### src/rtl/core/cdq_pkg.sv
// Shared types, constants and helper functions of the subcode Q generator.
package cdq_pkg;

  typedef struct packed {
    logic               mode;
    logic [6:0]         track_number;
    logic signed [19:0] track_start;
    logic [19:0]        lead_in_length;
    logic [19:0]        track_sectors;
    logic [19:0]        track_postgap;
    logic [3:0]         track_control;
    logic signed [19:0] query_address;
  } cdq_in_t;

  typedef struct packed {
    logic [63:0] subcode_word;
    logic        last;
    logic        found;
    logic [6:0]  found_track;
  } cdq_out_t;

  // Classified request passed from the front end to the back end.
  typedef struct packed {
    logic    is_query;
    logic    load_ok;
    cdq_in_t pl;
  } cdq_cmd_t;

  typedef struct packed {
    logic [19:0] start;
    logic [19:0] lead_in;
    logic [19:0] length;
    logic [19:0] postgap;
    logic [3:0]  control;
  } cdq_entry_t;

  localparam logic       MODE_LOAD        = 1'b0;
  localparam logic       CFG_WIN_START    = 1'b0;
  localparam logic       CFG_TRACK_COUNT  = 1'b1;
  localparam logic [6:0] WIN_START_RST    = 7'd1;
  localparam logic [6:0] FRAMES_PER_SEC   = 7'd75;
  localparam logic [6:0] SECS_PER_MIN     = 7'd60;
  localparam int         LEAD_OFS         = 150;
  localparam int         ABS_WRAP         = 450000;
  localparam logic [3:0] ADR_POSITION     = 4'h1;
  localparam logic [15:0] CRC_POLY        = 16'h1021;
  localparam int         Q_BYTES          = 12;
  localparam int         CRC_BYTES        = 10;

  // Two-digit BCD of a value below 256, taken modulo 100.
  function automatic logic [7:0] to_bcd(input logic [7:0] v);
    logic [7:0]  m;
    logic [15:0] p;
    logic [3:0]  tens;
    logic [7:0]  ones;
    if (v >= 8'd200) begin
      m = v - 8'd200;
    end else if (v >= 8'd100) begin
      m = v - 8'd100;
    end else begin
      m = v;
    end
    p    = {8'd0, m} * 16'd103;
    tens = p[13:10];
    ones = m - ({4'd0, tens} * 8'd10);
    return {tens, ones[3:0]};
  endfunction

  // One byte of the CRC-16 (x^16 + x^12 + x^5 + 1), MSB first.
  function automatic logic [15:0] crc_byte(input logic [15:0] crc, input logic [7:0] b);
    logic [15:0] c;
    c = crc ^ {b, 8'd0};
    for (int k = 0; k < 8; k++) begin
      c = c[15] ? ((c << 1) ^ CRC_POLY) : (c << 1);
    end
    return c;
  endfunction

endpackage

### src/rtl/core/cdq_queue.sv
// Two-entry request queue between the front end and the back end.
module cdq_queue (
  input  logic              clk,
  input  logic              rst_n,
  input  logic              push,
  input  cdq_pkg::cdq_cmd_t push_cmd,
  output logic              full,
  input  logic              pop,
  output logic              q_valid,
  output cdq_pkg::cdq_cmd_t q_cmd
);
  import cdq_pkg::*;

  cdq_cmd_t    slot_r [2];
  logic        wp_r, wp_nxt, rp_r, rp_nxt;
  logic [1:0]  cnt_r, cnt_nxt;

  assign full    = (cnt_r == 2'd2);
  assign q_valid = (cnt_r != 2'd0);
  assign q_cmd   = slot_r[rp_r];

  always_comb begin
    wp_nxt  = wp_r ^ push;
    rp_nxt  = rp_r ^ pop;
    cnt_nxt = cnt_r + {1'b0, push} - {1'b0, pop};
  end

  always_ff @(posedge clk) begin
    if (!rst_n) begin
      wp_r  <= 1'b0;
      rp_r  <= 1'b0;
      cnt_r <= 2'd0;
    end else begin
      wp_r  <= wp_nxt;
      rp_r  <= rp_nxt;
      cnt_r <= cnt_nxt;
    end
    if (push) begin
      slot_r[wp_r] <= push_cmd;
    end
  end

endmodule

### config.mk
export PLATFORM = sky130hd
export DESIGN_NAME = cdq_queue
export DESIGN_NICKNAME = d
export VERILOG_FILES = /design/src/rtl/core/cdq_pkg.sv /design/src/rtl/core/cdq_queue.sv
export SDC_FILE = /design/constraint.sdc
export NUM_CORES = 1
export LEC_CHECK = 0
export BUFFER_PORTS_ARGS = -buffer_cell sky130_fd_sc_hd__buf_2
export CAP_MARGIN = 10
export CORE_AREA = 10 10 244 176
export DETAILED_ROUTE_END_ITERATION = 7
export DIE_AREA = 0 0 254 186
export GPL_TIMING_DRIVEN = 0
export PLACE_DENSITY_LB_ADDON = 0.08
export SYNTH_ARGS = -nofsm -noshare
export SYNTH_HDL_FRONTEND = slang
export SYNTH_SLANG_ARGS = --single-unit
### constraint.sdc
create_clock -name clk -period 6.2 [get_ports clk]
set_input_delay 1.86 -clock clk [delete_from_list [all_inputs] [get_ports clk]]
set_output_delay 1.86 -clock clk [all_outputs]
set_load 0.005 [all_outputs]
# Word level (Yosys, flattened, before mapping)
# Memory sizes are Yosys's and may differ from the RTL's. A register that Yosys moved wholly into a read port is not among the register bits.
# Index checks and enable logic that the tools add are counted.
totals:
  ramBits: 228
  input_bits: 118
  n_memories: 1
  ff_bits: 4
  output_inout_bits: 116
  word_cells: 13
memory_table:
  columns: ["name", "depth", "word_bits", "rd", "rd_ports_with_merged_regs", "wr", "line", "source"]
  rows:
  - ["slot_r", 2, 114, 1, 1, 1, "cdq_queue.sv:14", "cdq_cmd_t slot_r [2];"]
classes:
  n_reduce_logical: 1
  n_bitwise: 2
  eq_ne: 1
  addsub: 2
  muxes: 3
ops:
  columns: ["op", "count"]
  rows:
  - ["$mux 1", 3]
  - ["$add 2x1->2", 1]
  - ["$eq 2x2->1 const B", 1]
  - ["$reduce_bool 2->1", 1]
  - ["$sub 2x1->2", 1]
  - ["$xor 1x1->1", 2]

# Depth between registers and ports, before layout
logic_depth:
  depth_word: 2
  ltp_mapped: 6
  depth_no_buf: 6

# Worst setup path after synthesis
# Ideal clock, no wire load.
synth_timing:
  path_kind: "input port to flip-flop"
  startpoint: "input push"
  endpoint: "memory slot_r[0][0] (netlist name), enable pin"
  arrival_ns: 4.544
  t_required_ns: 5.713
  setup_ns: 0.487
  path_slack_ns: 1.169
  cell_stages: 1
  n_path_buf: 0
  cell_sequence: "ha_1"
synth_via:
  elab_chain_len: 2
synth_lines:
  columns: ["element", "line", "source"]
  rows:
  - ["start: declaration", "cdq_queue.sv:5", "input logic push,"]
  - ["$mux 1", "cdq_queue.sv:38", "if (push) begin"]
  - ["$mux 1 (implied by the code)", "cdq_queue.sv:39", "slot_r[wp_r] <= push_cmd;"]
  - ["end: declaration", "cdq_queue.sv:14", null]
# No other way between the ends.

==> impl_results.html <==
<table>
<tr><th>Metric</th><th>Value</th></tr>
<tr><th colspan="2">Global route</th></tr>
<tr><td>Vias in the first global route</td><td>4,785</td></tr>
<tr><td>Maximum number of pins on one net before global-route repair</td><td>56</td></tr>
<tr><td>Total routing resource utilization after global routing</td><td>0.0853</td></tr>
<tr><td>Leftover overflow at the end of global routing</td><td>0</td></tr>
<tr><td>First-pass GRT wire length</td><td>30,400 um</td></tr>
<tr><td>Initial antenna violation count</td><td>2</td></tr>
<tr><th colspan="2">Place</th></tr>
<tr><td>Total half-perimeter wirelength after legalization and detailed placement</td><td>14,800 um</td></tr>
<tr><td>Placer congestion estimate</td><td>0.678</td></tr>
<tr><td>Post-place instance area</td><td>10,600 sq um</td></tr>
<tr><td>Cell count after placement</td><td>1,109</td></tr>
<tr><td>Number of port buffers</td><td>233</td></tr>
<tr><th colspan="2">Clock tree</th></tr>
<tr><td>Number of buffers on the longest clock path</td><td>3</td></tr>
<tr><td>Post-CTS Repair Setup Buffers</td><td>0</td></tr>
<tr><td>Post-CTS resize count</td><td>0</td></tr>
<tr><td>CTS clk-pin slew, worst paths</td><td>60 ps</td></tr>
<tr><td>Root Driver</td><td>sky130_fd_sc_hd__clkbuf_16</td></tr>
<tr><td>Clock tree from TritonCTS</td><td>done</td></tr>
<tr><td>Hold-fix buffers, CTS</td><td>0</td></tr>
<tr><td>H-Tree Level Count</td><td>1</td></tr>
<tr><td>Clock latency on the worst-skew pair</td><td>540 ps</td></tr>
<tr><td>Clock net sink count</td><td>233</td></tr>
<tr><td>CTS Buf Count</td><td>26</td></tr>
<tr><th colspan="2">STA</th></tr>
<tr><td>Normalized max-slew margin</td><td>0.752</td></tr>
<tr><td>Fin. max-slew vios</td><td>0</td></tr>
<tr><td>Final critical delay including setup and external delays</td><td>3730 ps</td></tr>
<tr><td>Fin crit share</td><td>0.602</td></tr>
<tr><td>Final Hold Slack</td><td>581 ps</td></tr>
<tr><td>Number of setup violations in the final report</td><td>0</td></tr>
<tr><td>Maximum clock frequency</td><td>0.268 GHz</td></tr>
<tr><td>Number of hold violations in the final report</td><td>0</td></tr>
<tr><td>Final Skew</td><td>15.0 ps</td></tr>
<tr><td>RSZ-0062 raised after global routing</td><td>false</td></tr>
<tr><td>Slew of the pin with the lowest slew margin</td><td>371 ps</td></tr>
<tr><th colspan="2">Final layout</th></tr>
<tr><td>Fin cells</td><td>1,158</td></tr>
<tr><td>Post-route cell area</td><td>11,500 sq um</td></tr>
<tr><td>Share of final-layout standard cells stronger than drive strength 1</td><td>0.616</td></tr>
<tr><td>Area added between synthesis and finish</td><td>32.0%</td></tr>
<tr><td>Net count reported at finish</td><td>763</td></tr>
<tr><td>Count of fill cells added during filler insertion</td><td>3,781</td></tr>
<tr><th colspan="2">Critical path</th></tr>
<tr><td>List of cells traversed by the critical path</td><td>buf_6, buf_8, buf_6, mux2_4, buf_2</td></tr>
<tr><td>Data arrival time of the critical path</td><td>1870 ps</td></tr>
<tr><td>Maximum fanout encountered on the critical timing path</td><td>10</td></tr>
<tr><td>Crit start category</td><td>flop</td></tr>
<tr><td>Kind of end point of the critical path</td><td>output port</td></tr>
<tr><td>CP required</td><td>4340 ps</td></tr>
<tr><td>Crit-path most repeated cell</td><td>sky130_fd_sc_hd__buf_6</td></tr>
<tr><td>Largest stage delay on the critical path</td><td>320 ps</td></tr>
<tr><td>Type of the worst setup path</td><td>reg -&gt; out</td></tr>
<tr><td>Critical-path top delay cell</td><td>sky130_fd_sc_hd__dfxtp_1</td></tr>
<tr><th colspan="2">Synthesis</th></tr>
<tr><td>Synth Instances</td><td>376</td></tr>
<tr><td>Sequential area share after synthesis</td><td>0.797</td></tr>
<tr><td>Mean instance size in the synthesized netlist</td><td>23.2 sq um</td></tr>
<tr><td>Distinct cells, synth</td><td>14</td></tr>
<tr><td>Warning count from the yosys run</td><td>0</td></tr>
<tr><td>Synthesized Nets</td><td>498</td></tr>
<tr><td>Area of the mapped netlist</td><td>8710 sq um</td></tr>
<tr><td>Number of storage elements in the synthesis netlist</td><td>233</td></tr>
<tr><th colspan="2">Floorplanning</th></tr>
<tr><td>Die Y-Extent</td><td>186 um</td></tr>
<tr><td>Die Span X</td><td>254 um</td></tr>
<tr><td>Total die area</td><td>47,200 sq um</td></tr>
<tr><td>Core outline area</td><td>38,100 sq um</td></tr>
<tr><td>IO Count</td><td>234</td></tr>
<tr><td>Standard-cell row count</td><td>60</td></tr>
<tr><td>Initial standard-cell utilization of the core</td><td>0.228</td></tr>
<tr><th colspan="2">Run status</th></tr>
<tr><td>Result of the run</td><td>finished clean</td></tr>
<tr><th colspan="2">Power and ir drop</th></tr>
<tr><td>Clock share of power</td><td>0.403</td></tr>
<tr><td>Proportion of power drawn by combinational gates</td><td>0.110</td></tr>
<tr><td>Internal power component</td><td>2.98 mW</td></tr>
<tr><td>Seq pwr share</td><td>0.487</td></tr>
<tr><td>Worst IR drop on VDD</td><td>161 uV</td></tr>
<tr><td>Final total power</td><td>3.82 mW</td></tr>
<tr><td>Areal power density over the cells</td><td>333 nW/um^2</td></tr>
<tr><td>Switching power</td><td>0.840 mW</td></tr>
<tr><td>Share of total power consumed by net switching</td><td>0.220</td></tr>
<tr><td>Leakage power</td><td>4.38 nW</td></tr>
<tr><th colspan="2">Routing</th></tr>
<tr><td>Total routed wirelength</td><td>21,100 um</td></tr>
<tr><td>Detailed-router iteration count before antenna repair</td><td>4</td></tr>
<tr><td>Via total after detailed routing</td><td>4,326</td></tr>
<tr><td>Number of nets with antenna violations after detailed routing</td><td>0</td></tr>
<tr><td>Average detailed-routed wire length per instance</td><td>18.3 um</td></tr>
<tr><td>Drt initial violations</td><td>150</td></tr>
<tr><td>Remaining routing DRC violations</td><td>0</td></tr>
<tr><td>Vias per Instance</td><td>3.74</td></tr>
<tr><th colspan="2">Min path</th></tr>
<tr><td>Hold Path Class</td><td>reg -&gt; reg</td></tr>
<tr><th colspan="2">Flow run</th></tr>
<tr><td>Maximum Capacitance Violations</td><td>0</td></tr>
</table>
power by group through the flow:
stage	Combinational (mW)	Sequential [mW]	Clock, mW
finish	0.422	1.86	1.54
global route	0.465	1.87	1.67
CTS	0.442	1.86	1.61
detailed placement	0.441	1.89	0
global placement	0.420	1.91	0
floorplan	0.224	1.90	0
stage by stage:
stage | setup WS (ps) | utilization | TNS (ps)
6_report | 2470 | 0.301 | 0
5_1_grt | 2350 | 0.301 | 0
4_1_cts | 2360 | 0.301 | 0
3_5_place_dp | 2970 | 0.279 | 0
3_3_place_gp | -918 | 0.275 | -206400
2_1_floorplan | 1170 | - | 0
synthesized netlist by cell type (all sizes together):
cell	number	share of area
mux2	114	0.17
ha	4	0.0057
dfxtp	5	0.011
xnor3	1	0.0026
xor2	1	0.0010
edfxtp	228	0.79
buf	13	0.014
and2	3	0.0022
nor2b	3	0.0022
or2	1	0.00072
inv	3	0.0013
final cells by class:
type | count | area (sq um) | area share
Sequential cell | 233 | 6950 | 0.604
Antenna cell | 1 | 2.50 | 0.000218
Clock buffer | 33 | 739 | 0.0643
Multi-Input combinational cell | 127 | 1660 | 0.144
Buffer | 13 | 119 | 0.0103
Tap cell | 496 | 621 | 0.0540
Timing Repair Buffer | 237 | 1280 | 0.111
Inverter | 3 | 11.3 | 0.000980
Clock inverter | 15 | 121 | 0.0106
flip-flops by register name, summed over array words and instances (netlist names), named ones only:
signal	cells
cnt_r	2
rp_r	1
slot_r	228
wp_r	1
placed cells by master (no fill, tap or decap):
cell                         count
sky130_fd_sc_hd__and2_1          3
sky130_fd_sc_hd__buf_16          4
sky130_fd_sc_hd__buf_2         238
sky130_fd_sc_hd__buf_6           7
sky130_fd_sc_hd__buf_8           1
sky130_fd_sc_hd__bufinv_16       2
sky130_fd_sc_hd__clkbuf_1        3
sky130_fd_sc_hd__clkbuf_16      28
sky130_fd_sc_hd__clkbuf_8        2
sky130_fd_sc_hd__clkinv_1        5
sky130_fd_sc_hd__clkinv_2        7
sky130_fd_sc_hd__clkinvlp_4      1
sky130_fd_sc_hd__dfxtp_1         5
sky130_fd_sc_hd__diode_2         1
sky130_fd_sc_hd__edfxtp_1      228
sky130_fd_sc_hd__ha_1            2
sky130_fd_sc_hd__ha_4            2
sky130_fd_sc_hd__inv_1           3
sky130_fd_sc_hd__mux2_2         54
sky130_fd_sc_hd__mux2_4         60
sky130_fd_sc_hd__nor2b_1         3
sky130_fd_sc_hd__or2_2           1
sky130_fd_sc_hd__xnor3_1         1
sky130_fd_sc_hd__xor2_1          1
worst max-delay path, delay by kind of cell (launching register included):
| kind | cells | cell delay, ps |
|---|---|---|
| buf+inv | 4 | 690 |
| flops | 1 | 320 |
| mux | 1 | 310 |
worst paths after layout:
path,from,to,slack (ps),cells after the start
max,flop,q_cmd[99],2470,5
min,rp_r$_SDFF_PN0_,flop,580,2
max reg2reg,wp_r$_SDFF_PN0_,slot_r[0][62]$_DFFE_PP_,4780,3
min reg2reg,rp_r$_SDFF_PN0_,flop,580,2
cell families (layout without fill, tap and decap cells):
logic type    count (synthesis)  in the layout  synth area share
mux                         114            114             0.173
other cells                   0              1                 0
xor+xnor                      2              2           0.00359
flops                       233            233             0.797
buf+inv                      16            301            0.0149
fa+ha+maj                     4              4           0.00575
simple gates                  7              7           0.00503
per-layer routing:
metal / up-vias / share of wire / wire [um] / track usage
li1: 2023 / - / - / -
met1: 2137 / 0.39 / 8340 / 0.0937
met2: 130 / 0.50 / 10600 / 0.149
met3: 36 / 0.080 / 1690 / 0.0354
met4: 0 / 0.024 / 515 / 0.0236
met5: - / 0 / 0 / 0
Power figures use the tool's default switching activity.
