==> src/rtl/core/cdq_pkg.sv <==
// Shared types, constants and helper functions of the subcode Q generator.
package cdq_pkg;

  typedef struct packed {
    logic               mode;
    logic [6:0]         track_number;
    logic signed [19:0] track_start;
    logic [19:0]        lead_in_length;
    logic [19:0]        track_sectors;
    logic [19:0]        track_postgap;
    logic [3:0]         track_control;
    logic signed [19:0] query_address;
  } cdq_in_t;

  typedef struct packed {
    logic [63:0] subcode_word;
    logic        last;
    logic        found;
    logic [6:0]  found_track;
  } cdq_out_t;

  // Classified request passed from the front end to the back end.
  typedef struct packed {
    logic    is_query;
    logic    load_ok;
    cdq_in_t pl;
  } cdq_cmd_t;

  typedef struct packed {
    logic [19:0] start;
    logic [19:0] lead_in;
    logic [19:0] length;
    logic [19:0] postgap;
    logic [3:0]  control;
  } cdq_entry_t;

  localparam logic       MODE_LOAD        = 1'b0;
  localparam logic       CFG_WIN_START    = 1'b0;
  localparam logic       CFG_TRACK_COUNT  = 1'b1;
  localparam logic [6:0] WIN_START_RST    = 7'd1;
  localparam logic [6:0] FRAMES_PER_SEC   = 7'd75;
  localparam logic [6:0] SECS_PER_MIN     = 7'd60;
  localparam int         LEAD_OFS         = 150;
  localparam int         ABS_WRAP         = 450000;
  localparam logic [3:0] ADR_POSITION     = 4'h1;
  localparam logic [15:0] CRC_POLY        = 16'h1021;
  localparam int         Q_BYTES          = 12;
  localparam int         CRC_BYTES        = 10;

  // Two-digit BCD of a value below 256, taken modulo 100.
  function automatic logic [7:0] to_bcd(input logic [7:0] v);
    logic [7:0]  m;
    logic [15:0] p;
    logic [3:0]  tens;
    logic [7:0]  ones;
    if (v >= 8'd200) begin
      m = v - 8'd200;
    end else if (v >= 8'd100) begin
      m = v - 8'd100;
    end else begin
      m = v;
    end
    p    = {8'd0, m} * 16'd103;
    tens = p[13:10];
    ones = m - ({4'd0, tens} * 8'd10);
    return {tens, ones[3:0]};
  endfunction

  // One byte of the CRC-16 (x^16 + x^12 + x^5 + 1), MSB first.
  function automatic logic [15:0] crc_byte(input logic [15:0] crc, input logic [7:0] b);
    logic [15:0] c;
    c = crc ^ {b, 8'd0};
    for (int k = 0; k < 8; k++) begin
      c = c[15] ? ((c << 1) ^ CRC_POLY) : (c << 1);
    end
    return c;
  endfunction

endpackage

==> src/rtl/core/cdq_front.sv <==
// Front end: takes input requests and classifies them as loads or queries.
module cdq_front #(
  parameter int MAX_TRACKS = 99
) (
  input  logic              clk,
  input  logic              rst_n,
  input  logic              in_valid,
  output logic              in_stall,
  input  cdq_pkg::cdq_in_t  in_data,
  input  logic              q_full,
  output logic              push,
  output cdq_pkg::cdq_cmd_t push_cmd
);
  import cdq_pkg::*;

  logic     hold_r, hold_nxt;
  cdq_cmd_t cmd_r, cmd_nxt;
  logic     accept;

  assign in_stall = hold_r & q_full;
  assign accept   = in_valid & ~in_stall;
  assign push     = hold_r & ~q_full;
  assign push_cmd = cmd_r;

  always_comb begin
    hold_nxt = hold_r;
    cmd_nxt  = cmd_r;
    if (accept) begin
      hold_nxt         = 1'b1;
      cmd_nxt.pl       = in_data;
      cmd_nxt.is_query = (in_data.mode != MODE_LOAD);
      cmd_nxt.load_ok  = (in_data.track_number != 7'd0) &&
                         ({1'b0, in_data.track_number} <= 8'(MAX_TRACKS));
    end else if (push) begin
      hold_nxt = 1'b0;
    end
  end

  always_ff @(posedge clk) begin
    if (!rst_n) begin
      hold_r <= 1'b0;
    end else begin
      hold_r <= hold_nxt;
    end
    cmd_r <= cmd_nxt;
  end

endmodule

==> config.mk <==
export PLATFORM = sky130hd
export DESIGN_NAME = cdq_front
export DESIGN_NICKNAME = d
export VERILOG_FILES = /design/src/rtl/core/cdq_pkg.sv /design/src/rtl/core/cdq_front.sv
export SDC_FILE = /design/constraint.sdc
export NUM_CORES = 1
export LEC_CHECK = 0
export ABC_AREA = 1
export BUFFER_PORTS_ARGS = -buffer_cell sky130_fd_sc_hd__clkbuf_2
export CAP_MARGIN = 20
export CORE_MARGIN = 2
export CORE_UTILIZATION = 39
export CTS_BUF_LIST = sky130_fd_sc_hd__clkbuf_2 sky130_fd_sc_hd__clkbuf_4 sky130_fd_sc_hd__clkbuf_8
export CTS_CLUSTER_DIAMETER = 60
export CTS_CLUSTER_SIZE = 20
export DETAILED_ROUTE_END_ITERATION = 6
export PLACE_DENSITY = 0.84
export REMOVE_ABC_BUFFERS = 1
export SETUP_SLACK_MARGIN = 0.05
export SLEW_MARGIN = 40
export SYNTH_ARGS = -nofsm -noshare
export SYNTH_HDL_FRONTEND = slang
export SYNTH_SLANG_ARGS = --single-unit
==> constraint.sdc <==
create_clock -name clk -period 6.6 [get_ports clk]
set_input_delay 1.32 -clock clk [delete_from_list [all_inputs] [get_ports clk]]
set_output_delay 1.32 -clock clk [all_outputs]
set_load 0.01 [all_outputs]
Word level (Yosys, flattened, before mapping)
Index checks and enable logic that the tools add are counted.
- muxes and demuxes: 2
- bitwise logic cells: 5
- order comparisons: 1
- reduce and logical (&&, ||, !) cells: 3
- operator list (kind ; count):
    <= comparator 7 bit (second input constant) ; 1
    nonzero test 7 bit ; 1
    AND 1 bit ; 3
    two-way mux 1 bit ; 2
    inverter 1 bit ; 2
    nonzero test 2 bit ; 1
    logical AND 1 bit ; 1
- register bits: 114
- word-level logic and storage cells: 21
- input bits: 116
- output and inout bits: 116

Logic depth before layout (Yosys ltp)
Gate-level depths: netlist of run 1.
- depth in word-level cells: 4
- mapped depth: 4
- depth with buffers taken out: 4

Worst setup path before layout of run 1
OpenSTA, ideal clock, no wires.
- kind: input to register
- start: in q_full
- end: reg cmd_r, in the netlist push_cmd[0] (enable)
- path slack: -0.152 ns
- buffers on the path: 0
- stages: 3
- library setup time: 0.586 ns
- data required time: 6.014 ns
- arrival time: 6.166 ns
- path through: nand2_1 inv_1 nor2_1
- longest elaborated chain between the ends: 3
- ends and longest elaborated chain (what ; line ; text):
    start, declared ; cdq_front.sv:10 ; input logic q_full,
    AND 1 bit ; cdq_front.sv:20 ; assign in_stall = hold_r & q_full;
    net in_stall ; cdq_front.sv:8 ; output logic in_stall,
    inverter 1 bit ; cdq_front.sv:21 ; assign accept = in_valid & ~in_stall;
    AND 1 bit ; cdq_front.sv:21 ;
    net accept ; cdq_front.sv:18 ; logic accept;
    end signal, assigned ; cdq_front.sv:45 ; cmd_r <= cmd_nxt;
    end, declared ; cdq_front.sv:17 ; cdq_cmd_t cmd_r, cmd_nxt;
The timed path passes the listed nets, and every way through them passes these cells.
A chain may end at the register's enable or synchronous reset.

Worst setup path after layout of run 1
- start: in q_full
- end: out in_stall
- longest elaborated chain between the ends: 1
- ends and longest elaborated chain (what ; line):
    AND 1 bit ; cdq_front.sv:20
    end, declared ; cdq_front.sv:8
Every way passes these cells.

==> results of run 1 <==
==> area by class of cell <==
class | count | area, sq um | share of cell area, %
Timing Repair Buffer | 234 | 1220 | 23.4
Tap cell | 108 | 135 | 2.59
Sequential cell | 114 | 3410 | 65.4
Inverter | 5 | 18.8 | 0.360
Multi-Input combinational cell | 13 | 63.8 | 1.22
Clock inverter | 13 | 119 | 2.28
Clock buffer | 19 | 249 | 4.77
==> metrics by stage <==
step	power [mW]	instance area [sq um]	instances	hold WS [ns]
2_1_floorplan	0.917	3490	132	0.463
3_3_place_gp	0.987	4790	472	0.487
3_5_place_dp	0.998	4850	474	0.525
4_1_cts	1.60	5220	506	0.535
5_1_grt	1.63	5220	506	0.574
6_report	1.57	5220	506	0.522
==> metal layers <==
metal,wire length [microns],global-route usage (%),up-vias
li1,-,-,1024
met1,2660,16.5,1040
met2,3980,26.1,142
met3,768,7.38,9
met4,101,6.43,0
met5,0,0,-
==> sequential cells by signal, indices dropped and copies added (netlist names) <==
signal    cells
push_cmd    113
hold_r        1
==> critical path: cells and delay by family <==
kind,cells,cell delay (ns)
buffers and inverters,3,0.34
AND/OR/NAND/NOR,1,0.06
==> power groups by stage <==
stage          registers [mW]  logic, mW  clock network [mW]
2_1_floorplan           0.902     0.0150                   0
3_3_place_gp            0.873      0.114                   0
3_5_place_dp            0.875      0.123                   0
4_1_cts                 0.859      0.123               0.613
5_1_grt                 0.862      0.131               0.637
6_report                0.858      0.121               0.595
==> cells in the mapped netlist <==
| library cell | count | share of area, % |
|---|---|---|
| a21boi_0 | 1 | 0.21 |
| edfxtp_1 | 113 | 97 |
| buf_4 | 1 | 0.21 |
| nor2_2 | 1 | 0.18 |
| nand2_1 | 4 | 0.43 |
| inv_1 | 5 | 0.54 |
| dfxtp_1 | 1 | 0.57 |
| nor2_1 | 6 | 0.64 |
| a21oi_1 | 1 | 0.14 |
==> how the worst max path moves through the flow <==
stage	slack, ns	end	cells past startpoint
finish	3.56	in_stall	4
CTS	3.55	in_stall	4
detailed placement	3.55	in_stall	4
global route	3.51	in_stall	4
global placement	2.95	push_cmd[33]	5
floorplan	-0.15	push_cmd[0]	3
==> cell usage in the layout (no fill, tap or decap) <==
master and count:
clkinv_2 5, nand2_1 4, inv_1 5, a21boi_0 1
nor2_4 1, bufinv_16 2, clkbuf_2 231, a21oi_1 1
nor2_1 5, nor2_2 1, dfxtp_1 1, edfxtp_1 113
buf_4 1, buf_16 2, clkinv_1 3, clkinvlp_4 3
clkbuf_4 2, clkbuf_8 17
==> cell families after synthesis <==
kind of cell           share of synthesized area [%]
AND/OR/NAND/NOR                                 1.25
buffers and inverters                          0.752
AO/OA/AOI/OAI                                  0.358
flip-flops                                      97.6
==> metrics.txt, run 1 <==
RSZ-0062 raised after global routing=false; die height=98.7 microns; vias per cell=4.38; Hold Crit Class=register to register; Flop pwr share=54.5%; Root Buffer=clkbuf_8; setup TNS=0 ns; flops & latches, synth=114; Critical Path Fanout Max=2; RR Startpoint=hold_r; clock network fraction of total power=37.8%; final net count=501; Final Hold Fails=0; Area growth syn-to-layout=49.2%; Worst Skew=0.00984 ns; cell leakage power=2.33 nW; reg2reg setup slack=4.79 ns; starting density of the core=40.1%; Pins Over Slew Limit=0; minimum clock period=3.04 ns; worst setup margin=3.56 ns; final core utilization=59.8%; Post-Syn Area per Cell=26.3 sq um; Die Wd=98.7 microns; Worst VDD drop=0.167 mV; length in cells of the worst reg-to-reg path=4; Slew headroom=47.6%; final setup vio count=0; register area share after synthesis=97.6%; Hold Path Origin=hold_r; row count=34; TritonCTS buffer count=17; Max clock buf depth=2; first-pass GRT wire length=11,200 microns; layout cells sized above 1=66.6%; post_cts resized=0; Placer Congestion=0.744; Hold Buf Count CTS=0; sw power=0.336 mW; Comb pwr share=7.7%; Final HPWL DP=5800 microns; Die ar.=9740 sq um; Least-Margin Pin Slew=0.787 ns; CTS H-tree depth=4; clk_lat worst skew=0.40 ns; cell mode on critical path=clkbuf_2; DRT Wirelength=7510 microns; port buffer count=231; max cap viols=0; Power Density=302 nW/um^2; DP Worst Slack=3.55 ns; core box area=8720 sq um; fill count=661; Power Internal=1.24 mW; CP Launch Point=q_full; clk sinks=114; WHS Endpoint=hold_r; Cell Area, Synth=3500 sq um; grt total ovfl=0; Setup CP Type=primary input to output pin; CTS tree=yes; routed len/inst=14.8 microns; setup bufs post-CTS=0; Worst Path Required=5.28 ns; DR pass1 iterations=4; critical path's slowest cell=clkbuf_2; Synth Instances=133; number of global-route vias before repair=2,335; Synth cell types=9; CP cell instances=clkbuf_2, nand2_1, inv_1, clkbuf_2; status=completed; # IOs=232; GRT Overall Usage=15.4%; period utilization=46.0%; Setup crit end kind=output pin; DRT iter0 DRCs=52; reg2reg end=push_cmd[67]; Residual DRC=0; Final ANT Viol Nets=0; Max stage delay on crit path=0.15 ns; switch share=21.4%; startpoint class of the critical path=primary input; Synth Warn #=0; Clock transition at path regs=0.06 ns; largest net degree at the start of global routing=67; Vias=2,215; fmax=329 MHz; WHS Path Cells=2; initial antenna violation count=0; Ant. Diodes=0; worst path arrival time=1.72 ns
Note: power is estimated with default switching activity, not from simulation.
==> inputs of run 2 (changes only) <==
CORE_UTILIZATION = 43   (was 39)
PLACE_DENSITY = 0.88   (was 0.84)
clock period = 3 ns   (was 6.6 ns; I/O delays follow)
==> run 2 against run 1 <==
Total power up 130%. Register-to-register slack worse by 3.4 ns. Cell area down 0.53%. Routed wire length up 5.7%. Critical path depth down 1. Clock-buffer cell count up 1. Global-route usage up 2.4 points. First-iteration DRC count up 140%. Sequential share of layout area up 0.35 points. Cell count down 1.6%. Utilization up 6.6 points. Largest cell class unchanged.
==> metrics.txt, run 2 (synthesized netlist as in run 1, its figures left out) <==
status=completed; Worst Path Required=2.40 ns; Final Hold Fails=0; reg2reg setup slack=1.40 ns; Clock transition at path regs=0.07 ns; reg2reg end=push_cmd[38]; commonest non-fill, non-tap cell in the layout=clkbuf_2; commonest non-fill, non-tap cells in the layout=clkbuf_2 (231), edfxtp_1 (113), clkbuf_8 (17); fmax=597 MHz; startpoint class of the critical path=register; initial antenna violation count=0; TritonCTS buffer count=17; cell leakage power=2.33 nW; Worst VDD drop=0.367 mV; period utilization=55.8%; core box area=7810 sq um; DRT Wirelength=7940 microns; clk sinks=114; starting density of the core=44.8%; largest net degree at the start of global routing=62; vias per cell=4.42; setup bufs post-CTS=0; Setup crit end kind=output pin; # IOs=232; DR pass1 iterations=4; Pins Over Slew Limit=0; final setup vio count=0; Critical Path Fanout Max=2; Setup CP Type=register to output pin; Slew headroom=48.6%; Placer Congestion=0.718; Max clock buf depth=2; worst path arrival time=1.08 ns; port buffer count=231; max cap viols=0; GRT Overall Usage=17.8%; number of global-route vias before repair=2,196; first-pass GRT wire length=11,000 microns; Final HPWL DP=6090 microns; Largest register FFs=113; area occupied by multi-input gates=63.8 sq um; Die Wd=94.2 microns; Residual DRC=0; length in cells of the worst reg-to-reg path=4; Worst Skew=0.0104 ns; grt total ovfl=0; clk_lat worst skew=0.40 ns; Least-Margin Pin Slew=0.771 ns; Final Cell Area=5190 sq um; row count=32; Root Buffer=clkbuf_8; Final ANT Viol Nets=0; Area growth syn-to-layout=48.5%; routed len/inst=15.9 microns; WHS Endpoint=push_cmd[35]; DRT iter0 DRCs=124; RR Startpoint=hold_r; worst hold slack=0.371 ns; Hold Crit Class=primary input to register; fill count=589; final net count=500; Hold Path Origin=in_data[35]; layout cells sized above 1=66.9%; CTS tree=yes; WHS Path Cells=1; die height=94.2 microns; minimum clock period=1.68 ns; Ant. Diodes=0; placed inst area=4790 sq um; Die ar.=8870 sq um; Hold Buf Count CTS=0; post_cts resized=0; RSZ-0062 raised after global routing=false; Power Density=685 nW/um^2; Storage cell area=3410 sq um; CTS H-tree depth=4; Vias=2,199
## run 2: layer usage
metal	routed length, microns	global-route usage, %	share of wire, %	up-vias
met5	0	0	0	-
met2	4160	29.4	52	137
met4	40	6.88	0.50	0
met3	960	10.6	12	2
li1	-	-	-	1022
met1	2780	18.4	35	1038
## run 2: power breakdown
part           switching, mW  internal [mW]  total [mW]  leakage (nW)
registers             0.0261           1.86        1.89          1.10
clock network          0.570          0.838        1.41         0.204
logic                  0.146          0.113       0.259          1.02
total                  0.742           2.82        3.56          2.33
## run 2: how the worst max path moves through the flow
stage / to / cells after the start / start
floorplan: push_cmd[0] / 3 / q_full
global placement: push_cmd[38] / 5 / q_full
detailed placement: push_cmd[67] / 5 / q_full
CTS: in_stall / 3 / hold_r
global route: in_stall / 3 / hold_r
finish: in_stall / 3 / hold_r
## run 2: cell type report
cell class | count | share of cell area [%]
tap | 102 | 2.46
sequential | 114 | 65.8
clock inverter | 11 | 2.68
clock buffer | 20 | 4.94
inverter | 5 | 0.362
timing repair buffer | 233 | 22.6
multi-input combinational | 13 | 1.23
## run 2: worst max-delay path, cell delays in order (launching register included)
cell	delay [ns]
dfxtp_1	0.33
nand2_1	0.07
inv_1	0.12
clkbuf_2	0.15
## run 2: per-stage QoR
| stage | setup WS, ns | total power [mW] | setup TNS (ns) | instances | util, % |
|---|---|---|---|---|---|
| after CTS | 1.29 | 3.60 | 0 | 498 | 66.5 |
| after floorplan | -3.03 | 2.02 | -342.64 | 132 | - |
| after global placement | 1.12 | 2.17 | 0 | 467 | 61.4 |
| after global routing | 1.23 | 3.70 | 0 | 498 | 66.5 |
| final | 1.32 | 3.56 | 0 | 498 | 66.5 |
| after detailed placement | 1.04 | 2.19 | 0 | 467 | 61.4 |
